[src/hw/rtl/dual_pump_level_controller_core_macros.svh]
// ----------------------------------------------------------------------------
// Dual pump level controller assertion macros
// Concurrent check wrappers, compiled out when SYNTH is defined.
// ----------------------------------------------------------------------------
`ifndef DUAL_PUMP_LEVEL_CONTROLLER_CORE_MACROS_SVH
`define DUAL_PUMP_LEVEL_CONTROLLER_CORE_MACROS_SVH
`ifndef SYNTH
`define DPL_ASSERT_IMPL(lbl, clk, rstn, ante, cons) \
  lbl: assert property (@(posedge clk) disable iff (!rstn) (ante) |-> (cons)) \
    else $error("same-cycle check failed");
`define DPL_ASSERT_NEXT(lbl, clk, rstn, ante, cons) \
  lbl: assert property (@(posedge clk) disable iff (!rstn) (ante) |=> (cons)) \
    else $error("next-cycle check failed");
`else
`define DPL_ASSERT_IMPL(lbl, clk, rstn, ante, cons)
`define DPL_ASSERT_NEXT(lbl, clk, rstn, ante, cons)
`endif
`endif

[src/hw/rtl/dpl_pkg.sv]
// ----------------------------------------------------------------------------
// Dual pump level controller package
// Shared widths, codes, register file type and controller/datapath links.
// ----------------------------------------------------------------------------
package dpl_pkg;

  localparam int TIME_W     = 32;
  localparam int LEVEL_W    = 10;
  localparam int TEMP_W     = 16;
  localparam int CFG_IDX_W  = 3;
  localparam int CFG_DATA_W = 32;

  localparam logic signed [TEMP_W-1:0] TEMP_NOT_SET = 16'sh8000;

  typedef enum logic {
    ACT_TICK = 1'b0,
    ACT_TEMP = 1'b1
  } action_t;

  typedef enum logic [CFG_IDX_W-1:0] {
    CFG_READ_PERIOD = 3'd0,
    CFG_TEMP_VALID  = 3'd1,
    CFG_MIN_TEMP    = 3'd2,
    CFG_PUMP1_TH    = 3'd3,
    CFG_PUMP2_TH    = 3'd4,
    CFG_CUTOFF_TH   = 3'd5,
    CFG_MIN_RUN     = 3'd6
  } cfg_idx_t;

  typedef struct packed {
    logic [TIME_W-1:0]  read_period;
    logic [TIME_W-1:0]  temp_valid;
    logic [TEMP_W-1:0]  min_temp;
    logic [LEVEL_W-1:0] pump1_th;
    logic [LEVEL_W-1:0] pump2_th;
    logic [LEVEL_W-1:0] cutoff_th;
    logic [TIME_W-1:0]  min_run;
  } cfg_t;

  localparam cfg_t CFG_RESET = '{
    read_period: 32'd1000,
    temp_valid:  32'd60000,
    min_temp:    16'd50,
    pump1_th:    10'd600,
    pump2_th:    10'd800,
    cutoff_th:   10'd300,
    min_run:     32'd30000
  };

  typedef struct packed {
    logic load;
    logic expire;
    logic push;
    logic div_start;
    logic pump1;
    logic pump2;
    logic capture;
  } dp_cmd_t;

  typedef struct packed {
    logic is_temp;
    logic due;
    logic div_done;
  } dp_sts_t;

endpackage

[src/hw/rtl/dpl_ram.sv]
// ----------------------------------------------------------------------------
// Dual pump level controller RAM
// Generic single write, single read RAM with registered read data.
// ----------------------------------------------------------------------------
module dpl_ram #(
  parameter int WIDTH = 10,
  parameter int DEPTH = 15,
  localparam int AW = (DEPTH > 1) ? $clog2(DEPTH) : 1
) (
  input  logic             clk,
  input  logic             we,
  input  logic [AW-1:0]    waddr,
  input  logic [WIDTH-1:0] wdata,
  input  logic             re,
  input  logic [AW-1:0]    raddr,
  output logic [WIDTH-1:0] rdata
);

  logic [WIDTH-1:0] mem [DEPTH];
  logic [WIDTH-1:0] rdata_r;

  always_ff @(posedge clk) begin
    if (we) begin
      mem[waddr] <= wdata;
    end
    if (re) begin
      rdata_r <= mem[raddr];
    end
  end

  assign rdata = rdata_r;

endmodule

[src/hw/rtl/dpl_div.sv]
// ----------------------------------------------------------------------------
// Dual pump level controller divider
// Restoring divider, one quotient bit per cycle.
// ----------------------------------------------------------------------------
module dpl_div #(
  parameter int DVD_W = 14,
  parameter int DVS_W = 4
) (
  input  logic             clk,
  input  logic             rst_n,
  input  logic             start,
  input  logic [DVD_W-1:0] dividend,
  input  logic [DVS_W-1:0] divisor,
  output logic             done,
  output logic [DVD_W-1:0] quotient
);

  localparam int CW = (DVD_W > 1) ? $clog2(DVD_W) : 1;

  logic             busy_r, busy_nxt;
  logic             done_r, done_nxt;
  logic [CW-1:0]    cnt_r, cnt_nxt;
  logic [DVS_W-1:0] rem_r, rem_nxt;
  logic [DVD_W-1:0] quo_r, quo_nxt;
  logic [DVS_W:0]   trial;
  logic [DVS_W:0]   diff;
  logic             ge;

  always_comb begin
    trial    = {rem_r, quo_r[DVD_W-1]};
    ge       = (trial >= {1'b0, divisor});
    diff     = trial - {1'b0, divisor};
    busy_nxt = busy_r;
    done_nxt = 1'b0;
    cnt_nxt  = cnt_r;
    rem_nxt  = rem_r;
    quo_nxt  = quo_r;
    if (start) begin
      busy_nxt = 1'b1;
      cnt_nxt  = '0;
      rem_nxt  = '0;
      quo_nxt  = dividend;
    end else if (busy_r) begin
      rem_nxt = ge ? diff[DVS_W-1:0] : trial[DVS_W-1:0];
      quo_nxt = {quo_r[DVD_W-2:0], ge};
      cnt_nxt = cnt_r + 1'b1;
      if (cnt_r == CW'(DVD_W - 1)) begin
        busy_nxt = 1'b0;
        done_nxt = 1'b1;
      end
    end
  end

  always_ff @(posedge clk) begin
    if (!rst_n) begin
      busy_r <= 1'b0;
      done_r <= 1'b0;
      cnt_r  <= '0;
    end else begin
      busy_r <= busy_nxt;
      done_r <= done_nxt;
      cnt_r  <= cnt_nxt;
    end
    rem_r <= rem_nxt;
    quo_r <= quo_nxt;
  end

  assign done     = done_r;
  assign quotient = quo_r;

endmodule

[src/hw/rtl/dpl_dp.sv]
// ----------------------------------------------------------------------------
// Dual pump level controller datapath
// Temperature state, sample window, mean divider, pump rules, result register.
// ----------------------------------------------------------------------------
`include "dual_pump_level_controller_core_macros.svh"
module dpl_dp #(
  parameter int WINDOW_DEPTH = 15
) (
  input  logic                                clk,
  input  logic                                rst_n,
  input  dpl_pkg::cfg_t                       cfg,
  input  dpl_pkg::dp_cmd_t                    cmd,
  output dpl_pkg::dp_sts_t                    sts,
  input  logic                                in_action,
  input  logic [dpl_pkg::TIME_W-1:0]          in_time_ms,
  input  logic [dpl_pkg::LEVEL_W-1:0]         in_sensor_sample,
  input  logic signed [dpl_pkg::TEMP_W-1:0]   in_temperature,
  output logic                                out_sampled,
  output logic [dpl_pkg::LEVEL_W-1:0]         out_latest_level,
  output logic [dpl_pkg::LEVEL_W-1:0]         out_level_average,
  output logic                                out_pump1_running,
  output logic                                out_pump2_running,
  output logic                                out_temperature_ok
);
  import dpl_pkg::*;

  localparam int SUM_W = $clog2(WINDOW_DEPTH * 1023 + 1);
  localparam int CNT_W = $clog2(WINDOW_DEPTH + 1);
  localparam int IDX_W = (WINDOW_DEPTH > 1) ? $clog2(WINDOW_DEPTH) : 1;

  action_t                   action_r, action_nxt;
  logic [TIME_W-1:0]         time_r, time_nxt;
  logic [LEVEL_W-1:0]        sample_r, sample_nxt;
  logic signed [TEMP_W-1:0]  temp_r, temp_nxt;
  logic signed [TEMP_W-1:0]  stored_r, stored_nxt;
  logic [TIME_W-1:0]         deadline_r, deadline_nxt;
  logic [TIME_W-1:0]         last_time_r, last_time_nxt;
  logic [CNT_W-1:0]          count_r, count_nxt;
  logic [IDX_W-1:0]          head_r, head_nxt;
  logic [SUM_W-1:0]          sum_r, sum_nxt;
  logic [LEVEL_W-1:0]        latest_r, latest_nxt;
  logic [LEVEL_W-1:0]        mean_r, mean_nxt;
  logic                      p1_r, p1_nxt;
  logic                      p2_r, p2_nxt;
  logic [TIME_W-1:0]         stop1_r, stop1_nxt;
  logic [TIME_W-1:0]         stop2_r, stop2_nxt;
  logic                      sampled_r, sampled_nxt;

  logic                      o_sampled_r;
  logic [LEVEL_W-1:0]        o_latest_r;
  logic [LEVEL_W-1:0]        o_mean_r;
  logic                      o_p1_r;
  logic                      o_p2_r;
  logic                      o_tok_r;

  logic [TIME_W-1:0]         deadline_sum;
  logic [TIME_W-1:0]         run_sum;
  logic [TIME_W-1:0]         elapsed;
  logic                      full;
  logic                      temp_ok;
  logic                      ram_we;
  logic [IDX_W-1:0]          ram_waddr;
  logic [LEVEL_W-1:0]        ram_rdata;
  logic                      div_done;
  logic [SUM_W-1:0]          div_quo;

  assign deadline_sum = time_r + cfg.temp_valid;
  assign run_sum      = time_r + cfg.min_run;
  assign elapsed      = time_r - last_time_r;
  assign full         = (count_r == CNT_W'(WINDOW_DEPTH));
  assign temp_ok      = (stored_r != TEMP_NOT_SET) && (stored_r >= $signed(cfg.min_temp));
  assign ram_we       = cmd.push;
  assign ram_waddr    = full ? head_r : count_r[IDX_W-1:0];

  assign sts.is_temp  = (action_r == ACT_TEMP);
  assign sts.due      = (elapsed > cfg.read_period);
  assign sts.div_done = div_done;

  dpl_ram #(
    .WIDTH (LEVEL_W),
    .DEPTH (WINDOW_DEPTH)
  ) u_window (
    .clk   (clk),
    .we    (ram_we),
    .waddr (ram_waddr),
    .wdata (sample_r),
    .re    (cmd.expire),
    .raddr (head_r),
    .rdata (ram_rdata)
  );

  dpl_div #(
    .DVD_W (SUM_W),
    .DVS_W (CNT_W)
  ) u_div (
    .clk      (clk),
    .rst_n    (rst_n),
    .start    (cmd.div_start),
    .dividend (sum_r),
    .divisor  (count_r),
    .done     (div_done),
    .quotient (div_quo)
  );

  always_comb begin
    action_nxt    = action_r;
    time_nxt      = time_r;
    sample_nxt    = sample_r;
    temp_nxt      = temp_r;
    stored_nxt    = stored_r;
    deadline_nxt  = deadline_r;
    last_time_nxt = last_time_r;
    count_nxt     = count_r;
    head_nxt      = head_r;
    sum_nxt       = sum_r;
    latest_nxt    = latest_r;
    mean_nxt      = mean_r;
    p1_nxt        = p1_r;
    p2_nxt        = p2_r;
    stop1_nxt     = stop1_r;
    stop2_nxt     = stop2_r;
    sampled_nxt   = sampled_r;

    if (cmd.load) begin
      action_nxt  = action_t'(in_action);
      time_nxt    = in_time_ms;
      sample_nxt  = in_sensor_sample;
      temp_nxt    = in_temperature;
      sampled_nxt = 1'b0;
    end

    if (cmd.expire) begin
      if (action_r == ACT_TEMP) begin
        if (temp_r != stored_r) begin
          stored_nxt   = (temp_r < $signed(cfg.min_temp)) ? TEMP_NOT_SET : temp_r;
          deadline_nxt = deadline_sum;
        end
      end else if (time_r > deadline_r) begin
        if (stored_r != TEMP_NOT_SET) begin
          stored_nxt   = TEMP_NOT_SET;
          deadline_nxt = deadline_sum;
        end
        p1_nxt = 1'b0;
        p2_nxt = 1'b0;
      end
    end

    if (cmd.push) begin
      sampled_nxt   = 1'b1;
      last_time_nxt = time_r;
      latest_nxt    = sample_r;
      if (full) begin
        sum_nxt  = sum_r - SUM_W'(ram_rdata) + SUM_W'(sample_r);
        head_nxt = (head_r == IDX_W'(WINDOW_DEPTH - 1)) ? '0 : head_r + 1'b1;
      end else begin
        sum_nxt   = sum_r + SUM_W'(sample_r);
        count_nxt = count_r + 1'b1;
      end
    end

    if (div_done) begin
      mean_nxt = div_quo[LEVEL_W-1:0];
    end

    if (cmd.pump1) begin
      if (full && temp_ok) begin
        if (p1_r) begin
          if (time_r >= stop1_r || latest_r <= cfg.cutoff_th) begin
            p1_nxt = 1'b0;
          end
        end else if (mean_r >= cfg.pump1_th) begin
          p1_nxt    = 1'b1;
          stop1_nxt = run_sum;
        end
      end else if (!temp_ok) begin
        p1_nxt = 1'b0;
      end
    end

    if (cmd.pump2) begin
      if (full && temp_ok) begin
        if (p2_r) begin
          if (time_r > stop2_r || !p1_r || latest_r < cfg.cutoff_th ||
              latest_r < cfg.pump2_th) begin
            p2_nxt = 1'b0;
          end
        end else if (mean_r > cfg.pump2_th) begin
          p2_nxt    = 1'b1;
          stop2_nxt = run_sum;
        end
      end else if (!temp_ok) begin
        p2_nxt = 1'b0;
      end
    end
  end

  always_ff @(posedge clk) begin
    if (!rst_n) begin
      stored_r    <= TEMP_NOT_SET;
      deadline_r  <= '0;
      last_time_r <= '0;
      count_r     <= '0;
      head_r      <= '0;
      sum_r       <= '0;
      latest_r    <= '0;
      mean_r      <= '0;
      p1_r        <= 1'b0;
      p2_r        <= 1'b0;
      stop1_r     <= '0;
      stop2_r     <= '0;
      sampled_r   <= 1'b0;
    end else begin
      stored_r    <= stored_nxt;
      deadline_r  <= deadline_nxt;
      last_time_r <= last_time_nxt;
      count_r     <= count_nxt;
      head_r      <= head_nxt;
      sum_r       <= sum_nxt;
      latest_r    <= latest_nxt;
      mean_r      <= mean_nxt;
      p1_r        <= p1_nxt;
      p2_r        <= p2_nxt;
      stop1_r     <= stop1_nxt;
      stop2_r     <= stop2_nxt;
      sampled_r   <= sampled_nxt;
    end
    action_r <= action_nxt;
    time_r   <= time_nxt;
    sample_r <= sample_nxt;
    temp_r   <= temp_nxt;
    if (cmd.capture) begin
      o_sampled_r <= sampled_r;
      o_latest_r  <= latest_r;
      o_mean_r    <= mean_r;
      o_p1_r      <= p1_r;
      o_p2_r      <= p2_r;
      o_tok_r     <= temp_ok;
    end
  end

  assign out_sampled        = o_sampled_r;
  assign out_latest_level   = o_latest_r;
  assign out_level_average  = o_mean_r;
  assign out_pump1_running  = o_p1_r;
  assign out_pump2_running  = o_p2_r;
  assign out_temperature_ok = o_tok_r;

  `DPL_ASSERT_IMPL(a_count_bound, clk, rst_n, 1'b1, count_r <= CNT_W'(WINDOW_DEPTH))
  `DPL_ASSERT_IMPL(a_head_until_full, clk, rst_n, !full, head_r == '0)
  `DPL_ASSERT_NEXT(a_push_grows, clk, rst_n, cmd.push && !full, count_r == $past(count_r) + 1'b1)

endmodule

[src/hw/rtl/dpl_ctrl.sv]
// ----------------------------------------------------------------------------
// Dual pump level controller sequencer
// Steps each request through the datapath and owns both handshakes.
// ----------------------------------------------------------------------------
`include "dual_pump_level_controller_core_macros.svh"
module dpl_ctrl (
  input  logic              clk,
  input  logic              rst_n,
  input  logic              in_valid,
  output logic              in_ready,
  output logic              out_valid,
  input  logic              out_ready,
  input  dpl_pkg::dp_sts_t  sts,
  output dpl_pkg::dp_cmd_t  cmd
);
  import dpl_pkg::*;

  typedef enum logic [3:0] {
    ST_IDLE,
    ST_EXPIRE,
    ST_CHECK,
    ST_PUSH,
    ST_DIV_GO,
    ST_DIV_WAIT,
    ST_PUMP1,
    ST_PUMP2,
    ST_FINISH
  } state_t;

  state_t state_r, state_nxt;
  logic   out_valid_r, out_valid_nxt;

  always_comb begin
    state_nxt     = state_r;
    cmd           = '0;
    in_ready      = (state_r == ST_IDLE);
    out_valid_nxt = out_valid_r && !out_ready;
    unique case (state_r)
      ST_IDLE: begin
        if (in_valid) begin
          cmd.load  = 1'b1;
          state_nxt = ST_EXPIRE;
        end
      end
      ST_EXPIRE: begin
        cmd.expire = 1'b1;
        state_nxt  = sts.is_temp ? ST_FINISH : ST_CHECK;
      end
      ST_CHECK: begin
        state_nxt = sts.due ? ST_PUSH : ST_FINISH;
      end
      ST_PUSH: begin
        cmd.push  = 1'b1;
        state_nxt = ST_DIV_GO;
      end
      ST_DIV_GO: begin
        cmd.div_start = 1'b1;
        state_nxt     = ST_DIV_WAIT;
      end
      ST_DIV_WAIT: begin
        if (sts.div_done) begin
          state_nxt = ST_PUMP1;
        end
      end
      ST_PUMP1: begin
        cmd.pump1 = 1'b1;
        state_nxt = ST_PUMP2;
      end
      ST_PUMP2: begin
        cmd.pump2 = 1'b1;
        state_nxt = ST_FINISH;
      end
      ST_FINISH: begin
        if (!out_valid_r || out_ready) begin
          cmd.capture   = 1'b1;
          out_valid_nxt = 1'b1;
          state_nxt     = ST_IDLE;
        end
      end
      default: state_nxt = ST_IDLE;
    endcase
  end

  always_ff @(posedge clk) begin
    if (!rst_n) begin
      state_r     <= ST_IDLE;
      out_valid_r <= 1'b0;
    end else begin
      state_r     <= state_nxt;
      out_valid_r <= out_valid_nxt;
    end
  end

  assign out_valid = out_valid_r;

  `DPL_ASSERT_NEXT(a_one_in_flight, clk, rst_n, in_valid && in_ready, !in_ready)
  `DPL_ASSERT_IMPL(a_capture_free, clk, rst_n, cmd.capture, !out_valid_r || out_ready)
  `DPL_ASSERT_NEXT(a_capture_shows, clk, rst_n, cmd.capture, out_valid_r && in_ready)

endmodule

[src/hw/rtl/dual_pump_level_controller_core.sv]
// ----------------------------------------------------------------------------
// Dual pump level controller core
// Each request is a time tick with a level sample or a temperature report,
// and yields one result: sample flag, latest level, window mean, both pump
// states and temperature status. One request is in work at a time. Only a
// sampling tick waits on the bit-serial divider that forms the window mean;
// a temperature report and a tick that takes no sample skip it. The result
// sits in an output register, so the next request is taken while it waits.
// The user must write registers through the cfg_ port only while the core
// is idle; the core does not enforce this. cfg_ready is always high.
// ----------------------------------------------------------------------------
module dual_pump_level_controller_core #(
  parameter int WINDOW_DEPTH = 15
) (
  input  logic                                clk,
  input  logic                                rst_n,
  input  logic                                in_valid,
  output logic                                in_ready,
  input  logic                                in_action,
  input  logic [dpl_pkg::TIME_W-1:0]          in_time_ms,
  input  logic [dpl_pkg::LEVEL_W-1:0]         in_sensor_sample,
  input  logic signed [dpl_pkg::TEMP_W-1:0]   in_temperature,
  output logic                                out_valid,
  input  logic                                out_ready,
  output logic                                out_sampled,
  output logic [dpl_pkg::LEVEL_W-1:0]         out_latest_level,
  output logic [dpl_pkg::LEVEL_W-1:0]         out_level_average,
  output logic                                out_pump1_running,
  output logic                                out_pump2_running,
  output logic                                out_temperature_ok,
  input  logic                                cfg_valid,
  output logic                                cfg_ready,
  input  logic [dpl_pkg::CFG_IDX_W-1:0]       cfg_index,
  input  logic [dpl_pkg::CFG_DATA_W-1:0]      cfg_data
);
  import dpl_pkg::*;

  cfg_t    cfg_r, cfg_nxt;
  dp_cmd_t cmd;
  dp_sts_t sts;

  assign cfg_ready = 1'b1;

  always_comb begin
    cfg_nxt = cfg_r;
    if (cfg_valid && cfg_ready) begin
      unique case (cfg_idx_t'(cfg_index))
        CFG_READ_PERIOD: cfg_nxt.read_period = cfg_data;
        CFG_TEMP_VALID:  cfg_nxt.temp_valid  = cfg_data;
        CFG_MIN_TEMP:    cfg_nxt.min_temp    = cfg_data[TEMP_W-1:0];
        CFG_PUMP1_TH:    cfg_nxt.pump1_th    = cfg_data[LEVEL_W-1:0];
        CFG_PUMP2_TH:    cfg_nxt.pump2_th    = cfg_data[LEVEL_W-1:0];
        CFG_CUTOFF_TH:   cfg_nxt.cutoff_th   = cfg_data[LEVEL_W-1:0];
        CFG_MIN_RUN:     cfg_nxt.min_run     = cfg_data;
        default:         cfg_nxt = cfg_r;
      endcase
    end
  end

  always_ff @(posedge clk) begin
    if (!rst_n) begin
      cfg_r <= CFG_RESET;
    end else begin
      cfg_r <= cfg_nxt;
    end
  end

  dpl_ctrl u_ctrl (
    .clk       (clk),
    .rst_n     (rst_n),
    .in_valid  (in_valid),
    .in_ready  (in_ready),
    .out_valid (out_valid),
    .out_ready (out_ready),
    .sts       (sts),
    .cmd       (cmd)
  );

  dpl_dp #(
    .WINDOW_DEPTH (WINDOW_DEPTH)
  ) u_dp (
    .clk                (clk),
    .rst_n              (rst_n),
    .cfg                (cfg_r),
    .cmd                (cmd),
    .sts                (sts),
    .in_action          (in_action),
    .in_time_ms         (in_time_ms),
    .in_sensor_sample   (in_sensor_sample),
    .in_temperature     (in_temperature),
    .out_sampled        (out_sampled),
    .out_latest_level   (out_latest_level),
    .out_level_average  (out_level_average),
    .out_pump1_running  (out_pump1_running),
    .out_pump2_running  (out_pump2_running),
    .out_temperature_ok (out_temperature_ok)
  );

endmodule
[config.mk]
export PLATFORM = sky130hd
export DESIGN_NAME = dual_pump_level_controller_core
export DESIGN_NICKNAME = d
export VERILOG_FILES = /design/src/hw/rtl/dpl_pkg.sv /design/src/hw/rtl/dpl_ram.sv /design/src/hw/rtl/dpl_div.sv /design/src/hw/rtl/dpl_dp.sv /design/src/hw/rtl/dpl_ctrl.sv /design/src/hw/rtl/dual_pump_level_controller_core.sv
export VERILOG_INCLUDE_DIRS = /design/src /design/src/hw/rtl
export SDC_FILE = /design/constraint.sdc
export NUM_CORES = 1
export LEC_CHECK = 0
export BUFFER_PORTS_ARGS = -buffer_cell sky130_fd_sc_hd__buf_2
export CAP_MARGIN = 20
export CORE_ASPECT_RATIO = 0.7
export CORE_MARGIN = 2
export CORE_UTILIZATION = 26
export CTS_CLUSTER_DIAMETER = 150
export DETAILED_ROUTE_END_ITERATION = 10
export GPL_TIMING_DRIVEN = 0
export PLACE_DENSITY = 0.42
export SYNTH_ARGS = -nofsm -noshare
export SYNTH_HDL_FRONTEND = slang
export SYNTH_HIERARCHICAL = 1
export SYNTH_SLANG_ARGS = --single-unit
[constraint.sdc]
create_clock -name clk -period 4.4 [get_ports clk]
set_input_delay 0.44 -clock clk [delete_from_list [all_inputs] [get_ports clk]]
set_output_delay 0.44 -clock clk [all_outputs]
set_load 0.02 [all_outputs]
Yosys cells after proc, flatten, opt, wreduce, memory -nomap -nowiden
Memories as Yosys holds them, arrays and structs flattened. A register that Yosys moved wholly into a read port is not among the register bits. Cells that the tools add are included.

Output and inout port bits: 27. Bits in writable memories: 150. Register bits: 443. Logic and storage cells: 178. Input bits: 99. Memories: 1.

Order comparisons: 12. Reductions and logical operators: 32. Bitwise logic cells: 5. Muxes and demuxes: 58. Eq/ne operators: 23. Add/sub/neg operators: 10.

Memories: u_dp.u_window.mem (depth 15, bits a word 10, rd ports 1, clocked after memory_dff 1, write ports 1, line dpl_ram.sv:19) `logic [WIDTH-1:0] mem [DEPTH];`.

Operator list (number): 32-bit 2-to-1 mux (4); 32-bit greater-than comparator (3); 16-bit 2-to-1 mux (5); 32-bit adder (2); 14-bit 2-to-1 mux (3); 1-bit 2-to-1 mux (37); 4-bit one-hot mux with 9 select lines (1); 32-bit >= comparator (1); 4-bit 2-to-1 mux (8); 32-bit subtractor (1); 14-bit by 10-bit adder with 14-bit output (2); 10-bit less-than comparator (2); 2-bit AND reduction (9); 4-bit by 3-bit equality test with 1-bit output, second input constant (4); 4-bit equality test, second input constant (4); 16-bit >= comparator (1); 16-bit less-than comparator (1); 16-bit inequality test (1); 16-bit inequality test, second input constant (1); 14-bit by 10-bit subtractor with 14-bit output (1); 4-bit by 1-bit adder with 4-bit output, second input constant (3); 4-bit AND reduction (3); 10-bit >= comparator (1); 10-bit greater-than comparator (1); other kinds (20) (41).

Depth between registers and ports, before layout
Gate-level depths: netlist of run 1.

Depth after elaboration: 8. Depth in mapped cells: 26. Depth with buffers taken out: 26.

Modules after synthesis
Netlist of run 1, hierarchy kept.

Modules (own cells, without submodules): dpl_dp (seq. area each 6276.0 sq um, area each 20288.2 sq um, cells an instance 2291, times used 1); dpl_ram (seq. area each 4804.6 sq um, area each 6184.7 sq um, cells an instance 304, times used 1); dual_pump_level_controller_core (seq. area each 2842.7 sq um, area each 5446.5 sq um, cells an instance 525, times used 1); dpl_div (seq. area each 620.6 sq um, area each 1168.6 sq um, cells an instance 96, times used 1); dpl_ctrl (seq. area each 100.1 sq um, area each 346.6 sq um, cells an instance 45, times used 1).

Least setup slack after synthesis of run 1
OpenSTA, ideal clock, no wires.

Kind: flip-flop to flip-flop. Start: register u_dp.time_r[0]. End: register u_ctrl.state_r[0]. Setup slack: 42 ps. Data required time: 4330 ps. Clock period less this slack: 4358 ps. Data arrival time: 4288 ps. Buffers on the path: 0. Cell stages (with the launch flop): 22. Setup time: 70 ps. Path through: edfxtp_1 -> inv_1 -> ha_1 -> inv_1 -> fa_1 -> a21o_1 -> a311oi_1 -> o31a_2 -> nand4b_1 -> a21oi_1 -> a221oi_1 -> o21bai_1 -> a31oi_1 -> xnor2_1 -> ha_1 -> nand4_1 -> nor4_1 -> a221oi_1 -> a31oi_1 -> nor2_1 -> a211o_1 -> o2bb2ai_1.

RTL lines: start: declaration (line dpl_dp.sv:32) `logic [TIME_W-1:0] time_r, time_nxt;`; start signal: assignment (line dpl_dp.sv:228) `time_r <= time_nxt;`; end signal: assignment (line dpl_ctrl.sv:89) `state_r <= state_nxt;`; end: declaration (line dpl_ctrl.sv:30) `state_t state_r, state_nxt;`.

==> results of run 1 <==
[routing by layer]
metal | up-vias | GRT usage (%) | wire (µm)
li1 | 12300 | - | -
met1 | 12100 | 27.4 | 62200
met2 | 566 | 23.2 | 44200
met3 | 118 | 4.37 | 7290
met4 | 0 | 3.65 | 2150
met5 | - | 0 | 0
[through the flow]
stage	setup WS (ps)	hold WS, ps
final	-991	69.0
after global routing	-1150	40.5
after CTS	-1040	12.6
after detailed placement	-2430	450
after global placement	-4080	444
after floorplan	41.6	409
[area by class of cell]
type / count / area share (%)
multi-input combinational: 2246 / 43.2
sequential: 603 / 36.6
tap: 1736 / 5.44
clock buffer: 95 / 5.12
timing repair buffer: 220 / 3.94
inverter: 294 / 2.77
buffer: 118 / 1.64
clock inverter: 38 / 1.21
antenna: 4 / 0.0250
[how the worst min path moves through the flow]
stage / start / to / slack [ps] / cells past startpoint
2_1_floorplan: u_dp/sampled_r / u_dp/out_sampled / 410 / 0
3_3_place_gp: cfg_r[141] / cfg_r[141] / 440 / 2
3_5_place_dp: cfg_r[137] / cfg_r[137] / 450 / 2
4_1_cts: cfg_data[30] / cfg_r[30] / 10 / 3
5_1_grt: cfg_data[10] / cfg_r[10] / 40 / 3
6_report: cfg_data[12] / cfg_r[12] / 70 / 3
[flip-flops by register name, summed over array words and instances (netlist names), 10 cells and up]
| name | cells |
|---|---|
| u_dp/stop2_r | 32 |
| u_dp/mean_r | 10 |
| u_dp/last_time_r | 32 |
| u_dp/sum_r | 14 |
| u_dp/latest_r | 10 |
| u_dp/stored_r | 16 |
| u_dp/stop1_r | 32 |
| u_dp/sample_r | 10 |
| u_dp/deadline_r | 32 |
| u_dp/u_window/rdata | 10 |
| u_dp/out_latest_level | 10 |
| u_dp/time_r | 32 |
| u_dp/u_div/quotient | 14 |
| cfg_r | 142 |
| u_dp/out_level_average | 10 |
| u_dp/temp_r | 16 |
| u_dp/u_window/mem | 150 |
[worst reg2reg max path: stages (launching register included)]
cell,delay [ps]
sky130_fd_sc_hd__edfxtp_1,470
sky130_fd_sc_hd__clkinvlp_4,140
sky130_fd_sc_hd__ha_4,140
sky130_fd_sc_hd__inv_2,30
sky130_fd_sc_hd__fa_2,330
sky130_fd_sc_hd__a21o_1,210
sky130_fd_sc_hd__a311oi_4,400
sky130_fd_sc_hd__o31a_4,260
sky130_fd_sc_hd__nor2b_2,60
sky130_fd_sc_hd__o21a_1,180
sky130_fd_sc_hd__o21a_1,180
sky130_fd_sc_hd__o21ai_2,130
sky130_fd_sc_hd__nor2b_4,210
sky130_fd_sc_hd__xnor2_4,190
sky130_fd_sc_hd__ha_4,260
sky130_fd_sc_hd__nand4_1,100
sky130_fd_sc_hd__nor2_2,60
sky130_fd_sc_hd__and3_4,150
sky130_fd_sc_hd__o21ai_2,60
sky130_fd_sc_hd__nand4_1,520
sky130_fd_sc_hd__a221oi_2,490
sky130_fd_sc_hd__buf_4,260
sky130_fd_sc_hd__a31oi_4,100
sky130_fd_sc_hd__nor4_2,270
sky130_fd_sc_hd__o31a_2,170
[report_power, final]
group | internal, mW | total, mW | leakage, nW | switching (mW)
registers | 6.09 | 6.40 | 5.15 | 0.311
clock network | 3.75 | 6.46 | 1.24 | 2.71
logic | 1.17 | 2.91 | 9.02 | 1.74
[repair_timing]
| item | 4_1_cts | 5_1_grt |
|---|---|---|
| resized for setup | 31 | 12 |
| hold buffers | 60 | 0 |
| endpoints found under the hold margin | 60 | 0 |
| cloned | 0 | 0 |
| setup endpoints to repair | 3 | 3 |
| setup buffers | 13 | 9 |
| pin swaps | 14 | 22 |
[logic make-up after synthesis]
group	synth area share, %
multiplexers	10.8
AND/OR/NAND/NOR	12.3
flip-flops	43.8
buffers and inverters	5.26
other	0.0112
XOR/XNOR	2.93
adder cells (fa/ha/maj)	13.0
AO/OA/AOI/OAI	11.9
[placed cells by master (no fill, tap or decap), drive strengths merged, types with 37 or more instances in the layout]
cell	instances
a21o	76
dlygate4sd3	60
edfxtp	257
buf	214
nand2b	42
dfxtp	346
inv	300
ha	324
nor2b	80
o21ai	119
clkbuf	159
a21oi	149
nor2	272
xnor2	82
nand3	46
nand4	37
nand2	263
mux2i	284
==> out/results.md, run 1 <==
- finished, violations left — run status
- setup timing — violated checks
- 120 — IO buf count
- 36 — largest net degree at the start of global routing
- flop to flop — kind of critical path
- 0.866 — GPL Wtd Cong
- 603 — Clock Sink Count
- primary input to flop — Tightest Hold Check Type
- 690 ps — Skew-Pair Late Insertion Delay
- yes — unrepaired setup endpoints after global routing
- 14600 µm² — sequential cell area in the final layout
- 35.5 ps — Clock Skew
- 0 — total grt overflow
- 5030 ps — required time reported for the critical path endpoint
- 286 µV — worst-case vdd ir drop
- 3 — clk buf depth
- 43.8% — sequential-to-total area share from yosys stat
- 3 — buffers and inverters on the worst path
- sky130_fd_sc_hd__clkbuf_16 — root cell of the clock tree
- 24 — number of cells on the critical path
- 395 nW/µm² — power density normalized to cell area
- u_dp/time_r[0] — launching instance or port of the critical path
- 1938 — initial drt markers
- 5354 — Finished Layout Cells
- 17.4% — Total Routing Usage GR
- 603 — number of synthesized register bits
- 0 — DRC violation count after routing
- 304 µm — vertical die dimension
- 40000 µm² — cell area after layout
- 128000 µm² — Core Footprint
- 0 — Final Max Slew Viols
- 123% — final clock period utilization by the worst path
- 166000 µm — first-pass GRT wire length
- 10.3 µm² — synthesized area divided by synthesized cell count
- sky130_fd_sc_hd__nand4_1 — cell type of the slowest stage on the worst timing path
- 24 — cells on worst reg2reg path
- 110 — Row Count
- u_ctrl/state_r[3] — CP endpoint
- -2920 ps — TNS Setup
- 15.8 mW — power consumption
- 433 µm — Chip Width
- sky130_fd_sc_hd__edfxtp_1 — area leader, netlist
- sky130_fd_sc_hd__dfxtp_1 — top flip-flop cell by instance count after synthesis
- 36400 µm² — cell area after placement
- sky130_fd_sc_hd__edfxtp_1 (23%), sky130_fd_sc_hd__dfxtp_1 (21%), sky130_fd_sc_hd__ha_1 (12%), sky130_fd_sc_hd__mux2i_1 (8.5%), sky130_fd_sc_hd__inv_1 (3.3%) — Synth area leaders
- 132000 µm² — die area
- 60 ps — clock-pin slew reported for the worst setup and hold paths after clock tree synthesis
- yes — CTS tree
- 3699 — synthesized netlist net count
- sky130_fd_sc_hd__dfxtp_1 (346), sky130_fd_sc_hd__ha_1 (324), sky130_fd_sc_hd__inv_1 (293), sky130_fd_sc_hd__mux2i_1 (284), sky130_fd_sc_hd__nor2_1 (272) — top cell types by occurrence after synthesis
- 126 — count of boundary I/O pins
- compound AO/OA/AOI/OAI gates — delay-heaviest family, CP
- flop — crit end category
- u_dp/time_r[0] — startpoint of the lowest-slack register-to-register path
- 72 — number of buffers created by CTS
- 5390 ps — minimum period implied by the final worst setup slack
- sky130_fd_sc_hd__dfxtp_1 — most used standard cell by instance count after synthesis
- 3 — # H-tree levels
- 3261 — instance count of the mapped netlist
- 6 — number of antenna violations at the first check in global routing
- 0 — antenna-violating nets left
- 21.7 µm — routed wire length per instance
- 6 — Pre-Repair DR Iteration Count
- 24000 — number of global-route vias before repair
- 25000 — DR vias
- 88500 µm — Detailed Place HPWL
- 13300 — Filler cells
- 116000 µm — Total Wirelength
- -990 ps — reg2reg setup slack
- 6020 ps — arrival time at the worst endpoint
- 6 — Synthesis Warnings
- 0 — count of max-cap constraint violations
- 11.9% — share of layout cells above drive strength 1
- flop — CP startpoint kind
- 17300 µm² — multi-input combinational cell area
- 5133 — number of instances in the placed design
- 3 — CP max FO
- u_ctrl/state_r[3] — FF-to-FF End
- 4.68 — vias per inst
- 91 — number of unique standard cell types used by synthesis
- clkinvlp_4 -> ha_4 -> inv_2 -> fa_2 -> a21o_1 -> a311oi_4 -> o31a_4 -> nor2b_2 -> o21a_1 -> o21a_1 -> o21ai_2 -> nor2b_4 -> xnor2_4 -> ha_4 -> nand4_1 -> nor2_2 -> and3_4 -> o21ai_2 -> nand4_1 -> a221oi_2 -> buf_4 -> a31oi_4 -> nor4_2 -> o31a_2 — Cell Chain, Critical Path
- 257 — count of flip-flops with a built-in enable after synthesis
- 0% — proportion of synthesized flip-flops having asynchronous set or reset
- 19.5% — Layout area overhead
- 26.0% — Max transition margin
- 33400 µm² — Syn Std Cell Area
- 520 ps — highest cell delay on the worst timing path
- 15.4 nW — leak pwr
- 185 MHz — highest attainable clock frequency
- 3 — # setup viols final
- 31.2% — fraction of the core area covered by cells at the end of the flow
- 0 — final hold viol count
- -991 ps — setup slack of the critical path after layout
- 1110 ps — actual slew at the worst max-slew pin
- 23.1% — proportion of netlist area held by the largest area contributor
- 3993 — number of nets in the finished design
- 26.1% — effective utilization at floorplan
(Power assumes the default switching activity.)
==> run 2: changes to the inputs <==
- PLACE_DENSITY: 0.42 -> 0.41
- clock period: 4.4 -> 6.8 ns (I/O delays scaled with it)
==> run 2 against run 1 <==
Compared with the run above: sequential power decreased by 35%; core utilization decreased by 0.81 points; the run now ends clean; critical path depth unchanged; hold slack improved by 120 ps; largest cell class unchanged; routed wire length about the same; clock power decreased by 37%; critical path type unchanged; final cell count decreased by 1.5%; die area unchanged; clock skew decreased by 16 ps; register-to-register slack improved by 1100 ps; global-route usage increased by 0.10 points.
==> out/results.md, run 2 (synthesis gave the netlist of run 1 again) <==
- 34 — largest net degree at the start of global routing, was 36
- 0 — DRC violation count after routing, unchanged
- 6740 ps — minimum period implied by the final worst setup slack, was 5390 ps
- 1861 — initial drt markers, was 1938
- 89300 µm — Detailed Place HPWL, was 88500 µm
- 5134 — number of instances in the placed design, was 5133
- 13400 — Filler cells, was 13300
- 0 — final hold viol count, unchanged
- 6 — Pre-Repair DR Iteration Count, unchanged
- 0.860 — GPL Wtd Cong, was 0.866
- 257 nW/µm² — power density normalized to cell area, was 395 nW/µm²
- 110 — Row Count, unchanged
- 128000 µm² — Core Footprint, unchanged
- sky130_fd_sc_hd__dfxtp_1 — commonest non-fill, non-tap cell in the layout, unchanged
- 36400 µm² — cell area after placement, about the same
- 16.4% — Layout area overhead, was 19.5%
- 168000 µm — first-pass GRT wire length, was 166000 µm
- 26.1% — effective utilization at floorplan, unchanged
- 0 — Final Max Slew Viols, unchanged
- primary input to flop — Tightest Hold Check Type, unchanged
- yes — CTS tree, unchanged
- 433 µm — Chip Width, unchanged
- 17.5% — Total Routing Usage GR, was 17.4%
- 0 — antenna-violating nets left, unchanged
- 72 — number of buffers created by CTS, unchanged
- 132000 µm² — die area, unchanged
- finished clean — run status, was finished, violations left
- 126 — count of boundary I/O pins, unchanged
- 4.72 — vias per inst, was 4.68
- 148 MHz — highest attainable clock frequency, was 185 MHz
- 15.0 nW — leak pwr, was 15.4 nW
- 5275 — Finished Layout Cells, was 5354
- 20.8% — Max transition margin, was 26.0%
- 24900 — DR vias, was 25000
- 7330 ps — arrival time at the worst endpoint, was 6020 ps
- 23900 — number of global-route vias before repair, was 24000
- flop — CP startpoint kind, unchanged
- 1190 ps — actual slew at the worst max-slew pin, was 1110 ps
- 30.4% — fraction of the core area covered by cells at the end of the flow, was 31.2%
- 3 — # H-tree levels, unchanged
- 4 — CP max FO, was 3
- 99.1% — final clock period utilization by the worst path, was 123%
- 22.0 µm — routed wire length per instance, was 21.7 µm
- sky130_fd_sc_hd__clkbuf_16 — root cell of the clock tree, unchanged
- sky130_fd_sc_hd__dfxtp_1 (346), sky130_fd_sc_hd__ha_1 (324), sky130_fd_sc_hd__inv_1 (292), sky130_fd_sc_hd__mux2i_1 (284), sky130_fd_sc_hd__nor2_1 (272) — highest-count cells in the layout ignoring fill and taps, was sky130_fd_sc_hd__dfxtp_1 (346), sky130_fd_sc_hd__ha_1 (321), sky130_fd_sc_hd__inv_1 (291), sky130_fd_sc_hd__mux2i_1 (284), sky130_fd_sc_hd__nor2_1 (270)
- 63.4 ps — setup slack of the critical path after layout, was -991 ps
- flop — crit end category, unchanged
- 603 — Clock Sink Count, unchanged
- flop to flop — kind of critical path, unchanged
- 156 µV — worst-case vdd ir drop, was 286 µV
- no — unrepaired setup endpoints after global routing, was yes
- 0 — count of max-cap constraint violations, unchanged
- 120 — IO buf count, unchanged
- 0 — # setup viols final, was 3
- -106 ps — Placement Setup Slack, was -2430 ps
- 660 ps — Skew-Pair Late Insertion Delay, was 690 ps
- 9.99 mW — power consumption, was 15.8 mW
- 38900 µm² — cell area after layout, was 40000 µm²
- 7400 ps — required time reported for the critical path endpoint, was 5030 ps
- 60 ps — clock-pin slew reported for the worst setup and hold paths after clock tree synthesis, about the same
- 19.8 ps — Clock Skew, was 35.5 ps
- 10.6% — share of layout cells above drive strength 1, was 11.9%
- u_dp/u_window/mem (150), cfg_r (142) — largest registers ranked by flip-flop count, unchanged
- 3 — clk buf depth, unchanged
- 150 — flip-flop count of the largest register after layout, unchanged
- u_dp/u_window/mem — largest reg by FF count, unchanged
- 0 — Post-CTS Setup Inserts, was 13
- 116000 µm — Total Wirelength, about the same
- 11 — number of antenna violations at the first check in global routing, was 6
- 3913 — number of nets in the finished design, was 3993
- 0 — total grt overflow, unchanged
- 304 µm — vertical die dimension, unchanged
## run 2: path summary, 6_finish.rpt
kind,start,slack (ps),cells past startpoint,end
setup / recovery,u_dp/time_r[0],60,24,u_ctrl/state_r[3]
hold / removal,in_time_ms[21],190,1,u_dp/time_r[21]
setup reg to reg,u_dp/time_r[0],60,24,u_ctrl/state_r[3]
hold reg to reg,u_dp/sampled_r,430,0,u_dp/out_sampled
## run 2: routing by layer
| metal | wire length [µm] | GRT usage, % | share of wire [%] |
|---|---|---|---|
| met4 | 1750 | 3.24 | 1.5 |
| met2 | 44400 | 23.4 | 38 |
| met3 | 6130 | 3.13 | 5.3 |
| met5 | 27 | 0 | 0.023 |
| met1 | 63500 | 28.4 | 55 |
## run 2: repair_timing
| item | in CTS | in global routing |
|---|---|---|
| pin swaps | 0 | 1 |
| hold buffers | 0 | 0 |
| endpoints found under the setup margin | 3 | 3 |
| gates resized for setup | 1 | 3 |
| cloned | 0 | 0 |
## run 2: per-stage QoR
step | setup TNS [ps] | hold WS (ps)
after floorplan | 0 | 409
after global placement | -5200 | 419
after detailed placement | -195 | 421
after CTS | 0 | 129
after global routing | 0 | 140
final | 0 | 192
## run 2: where the power goes
| part | leakage, nW | total, mW | switching [mW] | internal [mW] |
|---|---|---|---|---|
| sequential | 5.15 | 4.15 | 0.216 | 3.94 |
| clock | 1.19 | 4.05 | 1.65 | 2.39 |
| combinational | 8.62 | 1.79 | 1.09 | 0.700 |
## run 2: cell type report
type | count | area [µm²] | share of cell area [%]
inverter | 294 | 1110 | 2.84
antenna | 6 | 15.0 | 0.0386
timing repair buffer | 140 | 816 | 2.10
clock inverter | 30 | 319 | 0.820
clock buffer | 102 | 2110 | 5.42
multi-input combinational | 2246 | 17100 | 43.9
tap | 1736 | 2170 | 5.58
sequential | 603 | 14600 | 37.6
buffer | 118 | 656 | 1.68
## run 2: critical path, stage by stage (launching register included)
cell	delay, ps
sky130_fd_sc_hd__edfxtp_1	600
sky130_fd_sc_hd__clkinvlp_4	300
sky130_fd_sc_hd__ha_1	190
sky130_fd_sc_hd__inv_1	50
sky130_fd_sc_hd__fa_1	390
sky130_fd_sc_hd__a21o_1	200
sky130_fd_sc_hd__a311oi_1	460
sky130_fd_sc_hd__o31a_2	360
sky130_fd_sc_hd__nor2b_1	80
sky130_fd_sc_hd__o21a_1	190
sky130_fd_sc_hd__o21a_1	160
sky130_fd_sc_hd__o21ai_0	260
sky130_fd_sc_hd__nor2b_1	200
sky130_fd_sc_hd__xnor2_1	360
sky130_fd_sc_hd__ha_1	380
sky130_fd_sc_hd__nand4_1	80
sky130_fd_sc_hd__nor2_1	80
sky130_fd_sc_hd__and3_1	230
sky130_fd_sc_hd__o21ai_0	170
sky130_fd_sc_hd__nand4_1	580
sky130_fd_sc_hd__a221oi_2	530
sky130_fd_sc_hd__buf_4	260
sky130_fd_sc_hd__a31oi_4	90
sky130_fd_sc_hd__nor4_1	270
sky130_fd_sc_hd__o31a_2	170
==> run 3: changes to the inputs <==
- SYNTH_HIERARCHICAL: 1 -> default
==> run 3 against run 2 <==
Compared with the run above: worst setup slack better by 570 ps; first-iteration DRC count is 33% higher; clock power is 1% higher; register-to-register slack better by 570 ps; non-clock buffer count is 24 higher; clock-buffer cell count is 10 lower; hold slack worse by 50 ps; global-route usage is 1.1 points higher; routed wire length is 7.2% higher; synthesized area is 0.24% lower; largest cell class unchanged; final area is 0.37% lower; critical path type unchanged; synthesized cell count is 8.1% higher.
==> out/results.md, run 3 <==
- 72 — number of buffers created by CTS, unchanged
- 0 — Final Max Slew Viols, unchanged
- 0 — final hold viol count, unchanged
- 697 ps — Placement Setup Slack, was -106 ps
- 189 µV — worst-case vdd ir drop, was 156 µV
- 11.2 mW — power consumption, was 9.99 mW
- 36300 µm² — cell area after placement, was 36400 µm²
- 5464 — Finished Layout Cells, was 5275
- 7380 ps — required time reported for the critical path endpoint, was 7400 ps
- sky130_fd_sc_hd__a21oi_1 — CP dominant cell by count
- 710 ps — Skew-Pair Late Insertion Delay, was 660 ps
- sky130_fd_sc_hd__clkbuf_16 — root cell of the clock tree, unchanged
- sky130_fd_sc_hd__dfxtp_1 — top flip-flop cell by instance count after synthesis, unchanged
- 90.7% — final clock period utilization by the worst path, was 99.1%
- 30.6% — fraction of the core area covered by cells at the end of the flow, was 30.4%
- 27000 — DR vias, was 24900
- 6 — Pre-Repair DR Iteration Count, unchanged
- 33400 µm² — Syn Std Cell Area, about the same
- flop — crit end category, unchanged
- 0 — DRC violation count after routing, unchanged
- sky130_fd_sc_hd__nand2_1 (539), sky130_fd_sc_hd__dfxtp_1 (346), sky130_fd_sc_hd__a21oi_1 (329), sky130_fd_sc_hd__ha_1 (324), sky130_fd_sc_hd__inv_1 (294) — highest-count cells in the layout ignoring fill and taps, was sky130_fd_sc_hd__dfxtp_1 (346), sky130_fd_sc_hd__ha_1 (324), sky130_fd_sc_hd__inv_1 (292), sky130_fd_sc_hd__mux2i_1 (284), sky130_fd_sc_hd__nor2_1 (272)
- 0% — proportion of synthesized flip-flops having asynchronous set or reset, unchanged
- 96300 µm — Detailed Place HPWL, was 89300 µm
- 143 ps — worst hold-check slack, was 192 ps
- 26.3% — effective utilization at floorplan, was 26.1%
- 690 ps — highest cell delay on the worst timing path, was 600 ps
- 0.887 — GPL Wtd Cong, was 0.860
- 36.5% — clock share of power, was 40.5%
- 0 — quantity of gates resized following cts, was 1
- finished clean — run status, unchanged
- 39.2% — part of the power in registers, was 41.6%
- 23.1% — proportion of netlist area held by the largest area contributor, about the same
- 162 MHz — highest attainable clock frequency, was 148 MHz
- 9.47 µm² — synthesized area divided by synthesized cell count, was 10.3 µm²
- 1180 ps — actual slew at the worst max-slew pin, was 1190 ps
- 109 — Row Count, was 110
- u_dp.u_window.mem — largest reg by FF count, was u_dp/u_window/mem
- 630 ps — reg2reg setup slack, was 60 ps
- 3524 — instance count of the mapped netlist, was 3261
- 43.9% — sequential-to-total area share from yosys stat, was 43.8%
- 0 ps — TNS Setup, unchanged
- sky130_fd_sc_hd__edfxtp_1 — area leader, netlist, unchanged
- sky130_fd_sc_hd__a31oi_1 — cell type of the slowest stage on the worst timing path, was sky130_fd_sc_hd__edfxtp_1
- 3 — clk buf depth, unchanged
- 289 nW/µm² — power density normalized to cell area, was 257 nW/µm²
- 24.3% — combinational share of power, was 17.9%
- 6750 ps — arrival time at the worst endpoint, was 7330 ps
- sky130_fd_sc_hd__nand2_1 — most used standard cell by instance count after synthesis, was sky130_fd_sc_hd__dfxtp_1
- 21.4% — Max transition margin, was 20.8%
- 7.40 mW — Cell Int Power, was 7.03 mW
- 3.80 mW — net switching power figure, was 2.96 mW
- 603 — number of synthesized register bits, unchanged
- 38800 µm² — cell area after layout, was 38900 µm²
- sky130_fd_sc_hd__nand2_1 — commonest non-fill, non-tap cell in the layout, was sky130_fd_sc_hd__dfxtp_1
- 87 — number of unique standard cell types used by synthesis, was 91
- 126 — count of boundary I/O pins, unchanged
- 0 — total of hold buffers inserted after clock tree synthesis, unchanged
- 4.93 — vias per inst, was 4.72
- 432 µm — Chip Width, was 433 µm
- inv_1 -> ha_1 -> inv_1 -> fa_1 -> a21o_1 -> a21oi_1 -> nand2b_1 -> a2bb2oi_1 -> a221o_1 -> a31oi_1 -> o21bai_1 -> xor2_1 -> ha_1 -> nand4_1 -> nor3_1 -> o2111ai_1 -> a21oi_1 -> o21ai_0 -> a311o_1 -> a21oi_1 — Cell Chain, Critical Path, was clkinvlp_4 -> ha_1 -> inv_1 -> fa_1 -> a21o_1 -> a311oi_1 -> o31a_2 -> nor2b_1 -> o21a_1 -> o21a_1 -> o21ai_0 -> nor2b_1 -> xnor2_1 -> ha_1 -> nand4_1 -> nor2_1 -> and3_1 -> o21ai_0 -> nand4_1 -> a221oi_2 -> buf_4 -> a31oi_4 -> nor4_1 -> o31a_2
- yes — CTS tree, unchanged
- 257 — count of flip-flops with a built-in enable after synthesis, unchanged
- 4176 — number of nets in the finished design, was 3913
- 11 — number of antenna violations at the first check in global routing, unchanged
- 0 — count of max-cap constraint violations, unchanged
- flop — CP startpoint kind, unchanged
- 60 ps — clock-pin slew reported for the worst setup and hold paths after clock tree synthesis, about the same
- 178000 µm — first-pass GRT wire length, was 168000 µm
- primary input to flop — Tightest Hold Check Type, unchanged
- 24700 — number of global-route vias before repair, was 23900
- 3 — # H-tree levels, unchanged
- 123 — IO buf count, was 120
- no — unrepaired setup endpoints after global routing, unchanged
- 0 — # setup viols final, unchanged
- 0 — Synthesis Warnings, was 6
- 74.5 ps — Clock Skew, was 19.8 ps
- 22.7 µm — routed wire length per instance, was 22.0 µm
- 0 — antenna-violating nets left, unchanged
- 7 — CP max FO, was 4
- 630 ps — setup slack of the critical path after layout, was 63.4 ps
- 18.6% — Total Routing Usage GR, was 17.5%
- 2476 — initial drt markers, was 1861
- 131000 µm² — die area, was 132000 µm²
- 124000 µm — Total Wirelength, was 116000 µm
- 603 — Clock Sink Count, unchanged
- sky130_fd_sc_hd__nand2_1 (539), sky130_fd_sc_hd__dfxtp_1 (346), sky130_fd_sc_hd__a21oi_1 (329), sky130_fd_sc_hd__ha_1 (324), sky130_fd_sc_hd__inv_1 (294) — top cell types by occurrence after synthesis, was sky130_fd_sc_hd__dfxtp_1 (346), sky130_fd_sc_hd__ha_1 (324), sky130_fd_sc_hd__inv_1 (293), sky130_fd_sc_hd__mux2i_1 (284), sky130_fd_sc_hd__nor2_1 (272)
- u_dp.u_window.mem (150), cfg_r (142) — largest registers ranked by flip-flop count, was u_dp/u_window/mem (150), cfg_r (142)
- 5323 — number of instances in the placed design, was 5134
- 33.9% — switching power share of the total, was 29.6%
- 6170 ps — minimum period implied by the final worst setup slack, was 6740 ps
- flop to flop — kind of critical path, unchanged
- 14.5 nW — leak pwr, was 15.0 nW
- 3962 — synthesized netlist net count, was 3699
- 0 — total grt overflow, unchanged
- 0 — Post-CTS Setup Inserts, unchanged
- 304 µm — vertical die dimension, about the same
- sky130_fd_sc_hd__edfxtp_1 (23%), sky130_fd_sc_hd__dfxtp_1 (21%), sky130_fd_sc_hd__ha_1 (12%), sky130_fd_sc_hd__nand2_1 (6.1%), sky130_fd_sc_hd__a21oi_1 (4.9%) — Synth area leaders, was sky130_fd_sc_hd__edfxtp_1 (23%), sky130_fd_sc_hd__dfxtp_1 (21%), sky130_fd_sc_hd__ha_1 (12%), sky130_fd_sc_hd__mux2i_1 (8.5%), sky130_fd_sc_hd__inv_1 (3.3%)
- 52 — largest net degree at the start of global routing, was 34
- 8.98% — share of layout cells above drive strength 1, was 10.6%
- 16.3% — Layout area overhead, was 16.4%
- 127000 µm² — Core Footprint, was 128000 µm²
- 150 — flip-flop count of the largest register after layout, unchanged
## run 3: worst paths after layout
| kind | startpoint | end | cells after the start |
|---|---|---|---|
| worst min-delay path | in_sensor_sample[3] | u_dp.sample_r[3] | 1 |
| worst min register to register | u_dp.deadline_r[12] | u_dp.deadline_r[12] | 2 |
| worst max register to register | u_dp.time_r[0] | u_ctrl.state_r[0] | 20 |
| worst max-delay path | u_dp.time_r[0] | u_ctrl.state_r[0] | 20 |
## run 3: cells by family (layout without fill, tap and decap cells)
logic type / after synthesis / count (layout) / synth area share, %
and+or+nand+nor: 1115 / 1115 / 15.2
DFF: 603 / 603 / 43.9
buffers and inverters: 436 / 708 / 5.00
adders and majority gates: 339 / 339 / 13.1
muxes: 94 / 94 / 4.33
xor gates and xnor gates: 92 / 92 / 2.42
AOI/OAI and AO/OA: 844 / 844 / 16.1
other: 1 / 4 / 0.0112
## run 3: power groups by stage
stage / registers, mW / logic, mW / clock network [mW]
finish: 4.39 / 2.72 / 4.09
global route: 4.42 / 3.03 / 4.35
CTS: 4.40 / 2.69 / 4.19
detailed placement: 4.47 / 2.68 / 0
global placement: 4.49 / 2.64 / 0
floorplan: 4.29 / 1.86 / 0
## run 3: critical path: cells and delay by family (launching register included)
family | cells | cell delay [ps]
flops | 1 | 500
xor+xnor | 1 | 200
compound gates | 11 | 3150
fa+ha+maj | 3 | 990
buf+inv | 2 | 330
simple gates | 3 | 880
## run 3: final cells by class
class / count / area (µm²)
Clock inverter: 40 / 552
Timing Repair Buffer: 140 / 857
Antenna cell: 3 / 7.51
Clock buffer: 92 / 1910
Fill cell: 13300 / 88100
Inverter: 294 / 1100
Multi-Input combinational cell: 2485 / 17100
Buffer: 142 / 563
Tap cell: 1665 / 2080
Sequential cell: 603 / 14600
## run 3: metal layers
layer / GRT usage (%) / share of wire (%)
met5: 0 / 0.039
met4: 4.27 / 1.9
met3: 3.86 / 6.3
met2: 23.7 / 37
met1: 30.6 / 55
